`config.mk`:
```
export PLATFORM = sky130hd
export DESIGN_NAME = timed_motion_command_sequencer
export DESIGN_NICKNAME = d
export VERILOG_FILES = /design/src/tmcs_pkg.sv /design/src/tmcs_div.sv /design/src/timed_motion_command_sequencer.sv
export SDC_FILE = /design/constraint.sdc
export NUM_CORES = 2
export LEC_CHECK = 0
export BUFFER_PORTS_ARGS = -buffer_cell sky130_fd_sc_hd__clkbuf_2
export CAP_MARGIN = 0
export CORE_MARGIN = 2
export CORE_UTILIZATION = 40
export DETAILED_ROUTE_END_ITERATION = 6
export GPL_TIMING_DRIVEN = 0
export PLACE_DENSITY = 0.63
export RECOVER_POWER = 25
export SLEW_MARGIN = 10
export SYNTH_ARGS = -nofsm -noshare
export SYNTH_HDL_FRONTEND = slang
export SYNTH_SLANG_ARGS = --single-unit
```
`constraint.sdc`:
```
create_clock -name clk_i -period 11.7 [get_ports clk_i]
set_clock_uncertainty 0.15 [all_clocks]
set_input_delay 0.585 -clock clk_i [delete_from_list [all_inputs] [get_ports clk_i]]
set_output_delay 0.585 -clock clk_i [all_outputs]
set_load 0.05 [all_outputs]
```
`src/tmcs_pkg.sv`:
```
// Package for the timed motion command sequencer.
// Holds the queue depth, item kinds, register indexes, the queued command entry type and the divider request type.
// No dependencies.
package tmcs_pkg;

  localparam int unsigned QueueDepth = 8;
  localparam int unsigned QIdxW      = $clog2(QueueDepth);
  localparam int unsigned QCntW      = $clog2(QueueDepth + 1);

  localparam logic [1:0] KindDrive = 2'd0;
  localparam logic [1:0] KindTurn  = 2'd1;
  localparam logic [1:0] KindSet   = 2'd2;
  localparam logic [1:0] KindTick  = 2'd3;

  // Register indexes on the write port.
  localparam logic [1:0] RegDrive = 2'd0;
  localparam logic [1:0] RegTurn  = 2'd1;
  localparam logic [1:0] RegTick  = 2'd2;
  localparam logic [1:0] RegCal   = 2'd3;

  localparam logic signed [15:0] LevelMax = 16'sd32767;

  typedef struct packed {
    logic signed [15:0] left;
    logic signed [15:0] right;
    logic [31:0]        ticks;
  } cmd_t;

  typedef struct packed {
    logic        start;
    logic [31:0] dividend;
    logic [31:0] divisor;
  } div_req_t;

endpackage

```
`src/tmcs_div.sv`:
```
// Unsigned 32 by 32 bit restoring divider, one quotient bit per cycle.
// Depends on tmcs_pkg for the request struct.
module tmcs_div (
  input  logic                 clk_i,
  input  logic                 rst_ni,
  input  tmcs_pkg::div_req_t   req_i,
  output logic                 done_o,
  output logic [31:0]          quot_o
);

  logic [31:0] rem_q, rem_d;
  logic [31:0] quo_q, quo_d;
  logic [31:0] dvs_q;
  logic [5:0]  cnt_q;
  logic        busy_q;
  logic [32:0] trial;

  // One shift and subtract step of the shared divider.
  always_comb begin
    trial = {rem_q, quo_q[31]} - {1'b0, dvs_q};
    if (!trial[32]) begin
      rem_d = trial[31:0];
      quo_d = {quo_q[30:0], 1'b1};
    end else begin
      rem_d = {rem_q[30:0], quo_q[31]};
      quo_d = {quo_q[30:0], 1'b0};
    end
  end

  always_ff @(posedge clk_i or negedge rst_ni) begin
    if (!rst_ni) begin
      busy_q <= 1'b0;
      cnt_q  <= '0;
      done_o <= 1'b0;
    end else begin
      done_o <= 1'b0;
      if (req_i.start) begin
        busy_q <= 1'b1;
        cnt_q  <= 6'd32;
      end else if (busy_q) begin
        cnt_q <= cnt_q - 6'd1;
        if (cnt_q == 6'd1) begin
          busy_q <= 1'b0;
          done_o <= 1'b1;
        end
      end
    end
  end

  always_ff @(posedge clk_i) begin
    if (req_i.start) begin
      rem_q <= '0;
      quo_q <= req_i.dividend;
      dvs_q <= req_i.divisor;
    end else if (busy_q) begin
      rem_q <= rem_d;
      quo_q <= quo_d;
    end
  end

  assign quot_o = quo_q;

endmodule

```
`src/timed_motion_command_sequencer.sv`:
```
// Top level of the timed motion command sequencer.
// Depends on tmcs_pkg and tmcs_div.
//
// Usage: items (kind, speed, amount, left_level, right_level) enter on a
// valid/ready channel; each gives one result item on a valid/ready output
// channel with the motor levels, completion count, reject flag, busy flag
// and queue level. Registers are written through a plain write port.
// A tick, set or rejected item goes from acceptance to the dispatch state,
// which dispatches queued commands, and then offers its result. An accepted
// drive or turn item goes through two passes of the shared 32 bit serial
// divider (level, then duration), or only the level pass when the duration
// needs no division, before it is queued and the dispatch state is entered.
// One item is worked on at a time. The result stays in the output register
// until taken, and the next item is accepted at the earliest in the cycle
// after that, so no new item is taken before the last result is. Reset
// empties the queue, stops any running command, zeroes the motors and
// loads the register defaults. Queue entries hold no reset value.
module timed_motion_command_sequencer (
  input  logic               clk_i,
  input  logic               rst_ni,
  input  logic               cfg_we_i,
  input  logic [1:0]         cfg_index_i,
  input  logic [15:0]        cfg_data_i,
  input  logic               in_valid_i,
  output logic               in_ready_o,
  input  logic [1:0]         kind_i,
  input  logic signed [15:0] speed_i,
  input  logic signed [15:0] amount_i,
  input  logic signed [15:0] left_level_i,
  input  logic signed [15:0] right_level_i,
  output logic               out_valid_o,
  input  logic               out_ready_i,
  output logic signed [15:0] left_drive_o,
  output logic signed [15:0] right_drive_o,
  output logic [3:0]         completed_o,
  output logic               rejected_o,
  output logic               busy_res_o,
  output logic [3:0]         queue_level_o
);

  typedef enum logic [2:0] {
    StIdle, StLvl, StTck, StPush, StDisp, StOut
  } state_e;

  state_e state_q;
  logic [15:0] drive_ratio_q, turn_ratio_q, tick_rate_q;
  logic        calibrated_q;

  logic [1:0]         kind_q;
  logic signed [15:0] speed_q, amount_q, lvl_q;
  logic               neg_q;

  tmcs_pkg::cmd_t store_q [tmcs_pkg::QueueDepth];
  logic [tmcs_pkg::QIdxW-1:0] head_q, tail_q;
  logic [tmcs_pkg::QCntW-1:0] count_q;
  logic        running_q;
  logic [31:0] ticks_q;
  logic signed [15:0] left_q, right_q;
  logic [3:0]  done_q;
  logic        rej_q;

  tmcs_pkg::div_req_t req;
  logic        div_done;
  logic [31:0] quot;
  tmcs_pkg::cmd_t head_c;

  // Operand preparation for the divider.
  logic [15:0] ratio, sp_mag, am_mag, den;
  logic [31:0] lvl_sat;
  always_comb begin
    ratio  = (kind_q == tmcs_pkg::KindDrive) ? drive_ratio_q : turn_ratio_q;
    if (ratio == 16'd0) ratio = 16'd1;
    sp_mag = speed_q[15] ? 16'(-speed_q) : speed_q;
    am_mag = amount_q[15] ? 16'(-amount_q) : amount_q;
    den    = (sp_mag < ratio) ? sp_mag : ratio;
    lvl_sat = (quot > 32'd32767) ? 32'd32767 : quot;
  end

  tmcs_div u_div (
    .clk_i  (clk_i),
    .rst_ni (rst_ni),
    .req_i  (req),
    .done_o (div_done),
    .quot_o (quot)
  );

  assign head_c = store_q[head_q];
  assign in_ready_o  = (state_q == StIdle);
  assign out_valid_o = (state_q == StOut);
  assign left_drive_o  = left_q;
  assign right_drive_o = right_q;
  assign completed_o   = done_q;
  assign rejected_o    = rej_q;
  assign busy_res_o    = running_q;
  assign queue_level_o = 4'(count_q);

  // Divider requests are issued on entering the level and duration passes.
  always_comb begin
    req = '0;
    if (state_q == StIdle && in_valid_i &&
        (kind_i == tmcs_pkg::KindDrive || kind_i == tmcs_pkg::KindTurn) &&
        calibrated_q && count_q < tmcs_pkg::QCntW'(tmcs_pkg::QueueDepth)) begin
      req.start    = 1'b1;
      req.dividend = {1'b0, (speed_i[15] ? 16'(-speed_i) : speed_i), 15'd0};
      req.divisor  = {16'd0, (kind_i == tmcs_pkg::KindDrive ? drive_ratio_q
                                                             : turn_ratio_q)};
      if (req.divisor == 32'd0) req.divisor = 32'd1;
    end else if (state_q == StLvl && div_done) begin
      req.start    = (am_mag != 16'd0) && (den != 16'd0);
      req.dividend = 32'(am_mag) * 32'(tick_rate_q);
      req.divisor  = {16'd0, den};
    end
  end

  // Configuration registers.
  always_ff @(posedge clk_i or negedge rst_ni) begin
    if (!rst_ni) begin
      drive_ratio_q <= 16'd256;
      turn_ratio_q  <= 16'd23040;
      tick_rate_q   <= 16'd1000;
      calibrated_q  <= 1'b0;
    end else if (cfg_we_i) begin
      case (cfg_index_i)
        tmcs_pkg::RegDrive: drive_ratio_q <= cfg_data_i;
        tmcs_pkg::RegTurn:  turn_ratio_q  <= cfg_data_i;
        tmcs_pkg::RegTick:  tick_rate_q   <= cfg_data_i;
        tmcs_pkg::RegCal:   calibrated_q  <= cfg_data_i[0];
        default: ;
      endcase
    end
  end

  // Queue memory write.
  always_ff @(posedge clk_i) begin
    if (state_q == StPush) begin
      store_q[tail_q] <= '{left: neg_q ? 16'(-lvl_q) : lvl_q, right: lvl_q,
                           ticks: (am_mag == 16'd0) ? 32'd0 :
                                  (den == 16'd0) ? 32'hFFFF_FFFF : quot};
    end
  end

  // Sequencer and executor state.
  always_ff @(posedge clk_i or negedge rst_ni) begin
    if (!rst_ni) begin
      state_q   <= StIdle;
      head_q    <= '0;
      tail_q    <= '0;
      count_q   <= '0;
      running_q <= 1'b0;
      ticks_q   <= '0;
      left_q    <= '0;
      right_q   <= '0;
      done_q    <= '0;
      rej_q     <= 1'b0;
      kind_q    <= '0;
      speed_q   <= '0;
      amount_q  <= '0;
      lvl_q     <= '0;
      neg_q     <= 1'b0;
    end else begin
      case (state_q)
        StIdle: begin
          if (in_valid_i) begin
            kind_q   <= kind_i;
            speed_q  <= speed_i;
            amount_q <= amount_i;
            neg_q    <= (kind_i == tmcs_pkg::KindTurn);
            state_q  <= req.start ? StLvl : StDisp;
            case (kind_i)
              tmcs_pkg::KindDrive, tmcs_pkg::KindTurn: begin
                done_q <= '0;
                rej_q  <= !req.start;
              end
              tmcs_pkg::KindSet: begin
                rej_q   <= 1'b0;
                left_q  <= (left_level_i < -tmcs_pkg::LevelMax) ?
                           -tmcs_pkg::LevelMax : left_level_i;
                right_q <= (right_level_i < -tmcs_pkg::LevelMax) ?
                           -tmcs_pkg::LevelMax : right_level_i;
                done_q  <= 4'(count_q) + {3'd0, running_q};
                count_q <= '0;
                head_q  <= '0;
                tail_q  <= '0;
                running_q <= 1'b0;
                ticks_q <= '0;
              end
              default: begin
                rej_q  <= 1'b0;
                done_q <= {3'd0, running_q && (ticks_q == 32'd1)};
                if (running_q) begin
                  ticks_q <= ticks_q - 32'd1;
                  if (ticks_q == 32'd1) begin
                    running_q <= 1'b0;
                    left_q  <= '0;
                    right_q <= '0;
                  end
                end
              end
            endcase
          end
        end
        StLvl: begin
          if (div_done) begin
            lvl_q   <= speed_q[15] ? 16'(-lvl_sat) : 16'(lvl_sat);
            state_q <= req.start ? StTck : StPush;
          end
        end
        StTck: begin
          if (div_done) state_q <= StPush;
        end
        StPush: begin
          tail_q  <= tail_q + tmcs_pkg::QIdxW'(1);
          count_q <= count_q + tmcs_pkg::QCntW'(1);
          state_q <= StDisp;
        end
        StDisp: begin
          // One queued command is popped per cycle while no command is running.
          if (!running_q && count_q != '0) begin
            head_q  <= head_q + tmcs_pkg::QIdxW'(1);
            count_q <= count_q - tmcs_pkg::QCntW'(1);
            left_q  <= head_c.left;
            right_q <= head_c.right;
            if (head_c.ticks != 32'd0) begin
              running_q <= 1'b1;
              ticks_q   <= head_c.ticks;
            end else begin
              done_q <= done_q + 4'd1;
            end
          end else begin
            state_q <= StOut;
          end
        end
        StOut: begin
          if (out_ready_i) state_q <= StIdle;
        end
        default: state_q <= StIdle;
      endcase
    end
  end

endmodule
```
==> key figures <==
Job
  – Max_cap viols: 1

Synth
  – Top post-synthesis cells by area: edfxtp_1 (38%), dfrtp_1 (10%), fa_1 (9.0%)
  – Post-synthesis cell count: between 3,000 and 4,000
  – Post-synth EDFFs: 552
  – Asr flop ratio synth: 0.2465
  – Cell taking the most area after synthesis: edfxtp_1
  – Mapped Area: 43,460 µm²
  – Top FF cell, synth: edfxtp_1
  – Share of the synthesized area in the top cell type: 0.3814
  – Ys Warns: 0
  – Seq/Total Area, Yosys: 0.5064
  – Syn_nets: between 4,000 and 5,000
  – FF+latch count, synth: between 700 and 800
  – Netlist cell types: 75
  – Synth Area per Inst: between 10 and 15 µm²

Floorplan
  – Top Ports: 133
  – Core area: 107,400 µm²
  – Die Ht: 333.6 µm
  – Die area: 111,300 µm²
  – Starting Density: 0.4049
  – Die X: 333.6 µm
  – Number of core rows: between 100 and 150

Worst setup path
  – Flop2flop setup slack: 2.23 ns
  – Worst reg2reg startpoint: amount_q[0]
  – WS Path Type: flop to flop
  – CP most frequent cell: fa_1
  – Buffers & Inverters on Critical Path: 6
  – Data arrival, critical path: 9.66 ns
  – Worst reg2reg endpoint: u_div.quot_o[28]
  – Worst R2R Path Depth: 27
  – Max FO, Critical Path: 10
  – Crit. End Element: flop
  – Crit path largest cell delay: 0.82 ns
  – Worst Path Required: 11.89 ns
  – CP Launch Type: flop
  – Delay-heaviest family, CP: adder cells
  – Slowest CP cell: xnor2_1

Clocking
  – Clock latency on the worst-skew pair: 0.65 ns
  – Max clock buf depth: 3
  – CTS clk-pin slew, worst paths: around 0.060 ns
  – # clock sinks: 775
  – CTS tree: done
  – Cells resized by post-CTS repair: 0
  – Clock root cell: clkbuf_16
  – CTS buffer count: about 80
  – H-tree Lvls: 3

Place
  – RePlAce Congestion: 0.8878
  – DP HPWL: 89.11 mm
  – Port Buf Inserts: 130
  – Post-place instance area: 46,610 µm²

STA
  – Fin crit share: 0.8097
  – Final Max Slew Viols: 79
  – Hold_ws: 0.02962 ns
  – # setup viols final: 0
  – Worst-Margin Slew: 4.698 ns
  – Clock period minus worst slack: approximately 9.5 ns
  – Final hold vios: 0
  – Fmax: 105.6 MHz
  – Slew margin rel.: -2.132
  – Unrepaired setup endpoints after global routing: no
  – Sum Neg Setup Slack: 0 ns

Cells and area
  – Number of nets in the layout: 4,334
  – Final core utilization: 0.4603
  – Fillers: ~9,600
  – Final Cell Area: 49,420 µm²
  – Commonest non-fill, non-tap cell in the layout: edfxtp_1
  – Layout Area Growth over Synthesis: 13.70%
  – Share of post-route cells with drive strength above 1: 0.1335
  – Most frequent cells in the layout: edfxtp_1 (552), nand2_1 (355), inv_1 (287), nor2_1 (277), a21oi_1 (207)

Drt
  – Vias/cell: 5.575
  – Detail Route Antenna Nets: 0
  – Drt first pass iters: 6
  – Residual DRC count: 0
  – Vias: 29,920
  – WL/cell: 22.05 µm
  – Total Wirelength: ~120 mm
  – DR iter-0 viols: 2,838

GRT
  – Vias in the first global route: 29,630
  – Initial antenna violation count: 1
  – Grt ovf: 0
  – Largest net degree at the start of global routing: 93
  – GRT Resource Usage Total: 0.2120
  – Global-route wire length before repair: roughly 180 mm

Outcome
  – Status: complete, but fails checks
  – Failing checks: max-capacitance violations, max-slew violations

Hold path
  – WHS Endpoint: amount_q[9]
  – Hold Startpoint: amount_i[9]
  – Tightest Hold Check Type: input port to flop
  – Hold path cells: 3
routing by layer:
layer | up-vias | global-route usage | wire [µm]
li1 | 13470 | - | -
met1 | 15160 | 0.3053 | 52340
met2 | 1125 | 0.3395 | 55070
met3 | 165 | 0.02750 | 8202
met4 | 2 | 0.05459 | 2715
met5 | - | 0 | 13
how the worst max path moves through the flow:
stage,cells after the start,slack (ns),to,start
2_1_floorplan,4,3.34,store_q[4][0],state_q[2]
3_3_place_gp,4,-3.63,store_q[4][27],state_q[2]
3_5_place_dp,25,2.35,u_div.quot_o[31],amount_q[7]
4_1_cts,25,2.26,u_div.quot_o[31],amount_q[7]
5_1_grt,27,1.77,u_div.quot_o[28],amount_q[0]
6_report,27,2.23,u_div.quot_o[28],amount_q[0]
tightest hold or removal path, delay by kind of cell:
kind / cells / cell delay (ns)
buffers and inverters: 1 / 0.08
and+or+nand+nor: 2 / 0.12
logic make-up (layout without fill, tap and decap cells):
logic type / Yosys count / count (layout) / share of synthesized area
muxes: 281 / 281 / 0.1027
xor gates and xnor gates: 113 / 113 / 0.02277
buffers and inverters: 467 / 831 / 0.04125
DFF: 775 / 775 / 0.5064
and+or+nand+nor: 1033 / 1033 / 0.1124
AOI/OAI and AO/OA: 579 / 579 / 0.07983
adders and majority gates: 350 / 350 / 0.1346
other: 0 / 1 / 0
metrics by stage:
step	instances	setup slack, ns
final	5366	2.227
after floorplan	3598	3.344
after global routing	5365	1.772
after CTS	5365	2.260
after global placement	5131	-3.633
after detailed placement	5203	2.349
timing repair:
action,CTS,global route
endpoints found under the hold margin,35,0
setup buffers,0,0
hold buffers,12,0
Yosys cell counts, drive strengths merged (4+ instances only):
| master | count |
|---|---|
| dfrtp | 180 |
| a211oi | 20 |
| a31oi | 23 |
| nand3b | 4 |
| edfxtp | 552 |
| o21ai | 169 |
| mux2i | 95 |
| a21o | 18 |
| a21oi | 208 |
| inv | 288 |
| mux2 | 60 |
| fa | 196 |
| o221ai | 7 |
| xor2 | 38 |
| or3 | 28 |
| o22ai | 27 |
| clkbuf | 146 |
| nor3 | 49 |
| a22o | 5 |
| o32a | 5 |
| nor2 | 279 |
| or4 | 16 |
| nand4 | 14 |
| dfstp | 11 |
| dfxtp | 32 |
| o31a | 7 |
| nor3b | 10 |
| ha | 154 |
| and3 | 11 |
| o31ai | 25 |
| o41ai | 7 |
| nand2 | 355 |
| nand3 | 28 |
| buf | 32 |
| nand2b | 25 |
| o21a | 12 |
| a21boi | 4 |
| or2 | 6 |
| nor4 | 61 |
| a22oi | 8 |
| mux4 | 126 |
| o22a | 8 |
| xnor2 | 75 |
| and2 | 127 |
| nor2b | 13 |
registers in the layout (all words and copies together), names as in the netlist, 2 cells and up:
signal and count:
queue_level_o 4, left_drive_o 16, u_div.quot_o 32, ticks_q 32, u_div.rem_q 32, tick_rate_q 16
head_q 3, state_q 3, completed_o 4, turn_ratio_q 16, store_q 504, lvl_q 16
amount_q 16, tail_q 3, drive_ratio_q 16, right_drive_o 16, u_div.dvs_q 16, u_div.cnt_q 6
speed_q 16, kind_q 2
cell type report:
type,count,area [µm²],share of cell area
antenna,1,2.502,0.00005064
timing repair buffer,214,1394,0.02821
buffer,178,705.7,0.01428
sequential,775,22010,0.4454
multi-input combinational,2356,19720,0.3990
inverter,289,1087,0.02200
tap,1403,1755,0.03552
clock inverter,41,513.0,0.01038
clock buffer,109,2233,0.04519
Power is left out: the tool's default activity adds up to more than one toggle a clock period on the data nets, which glitch-free logic cannot reach.
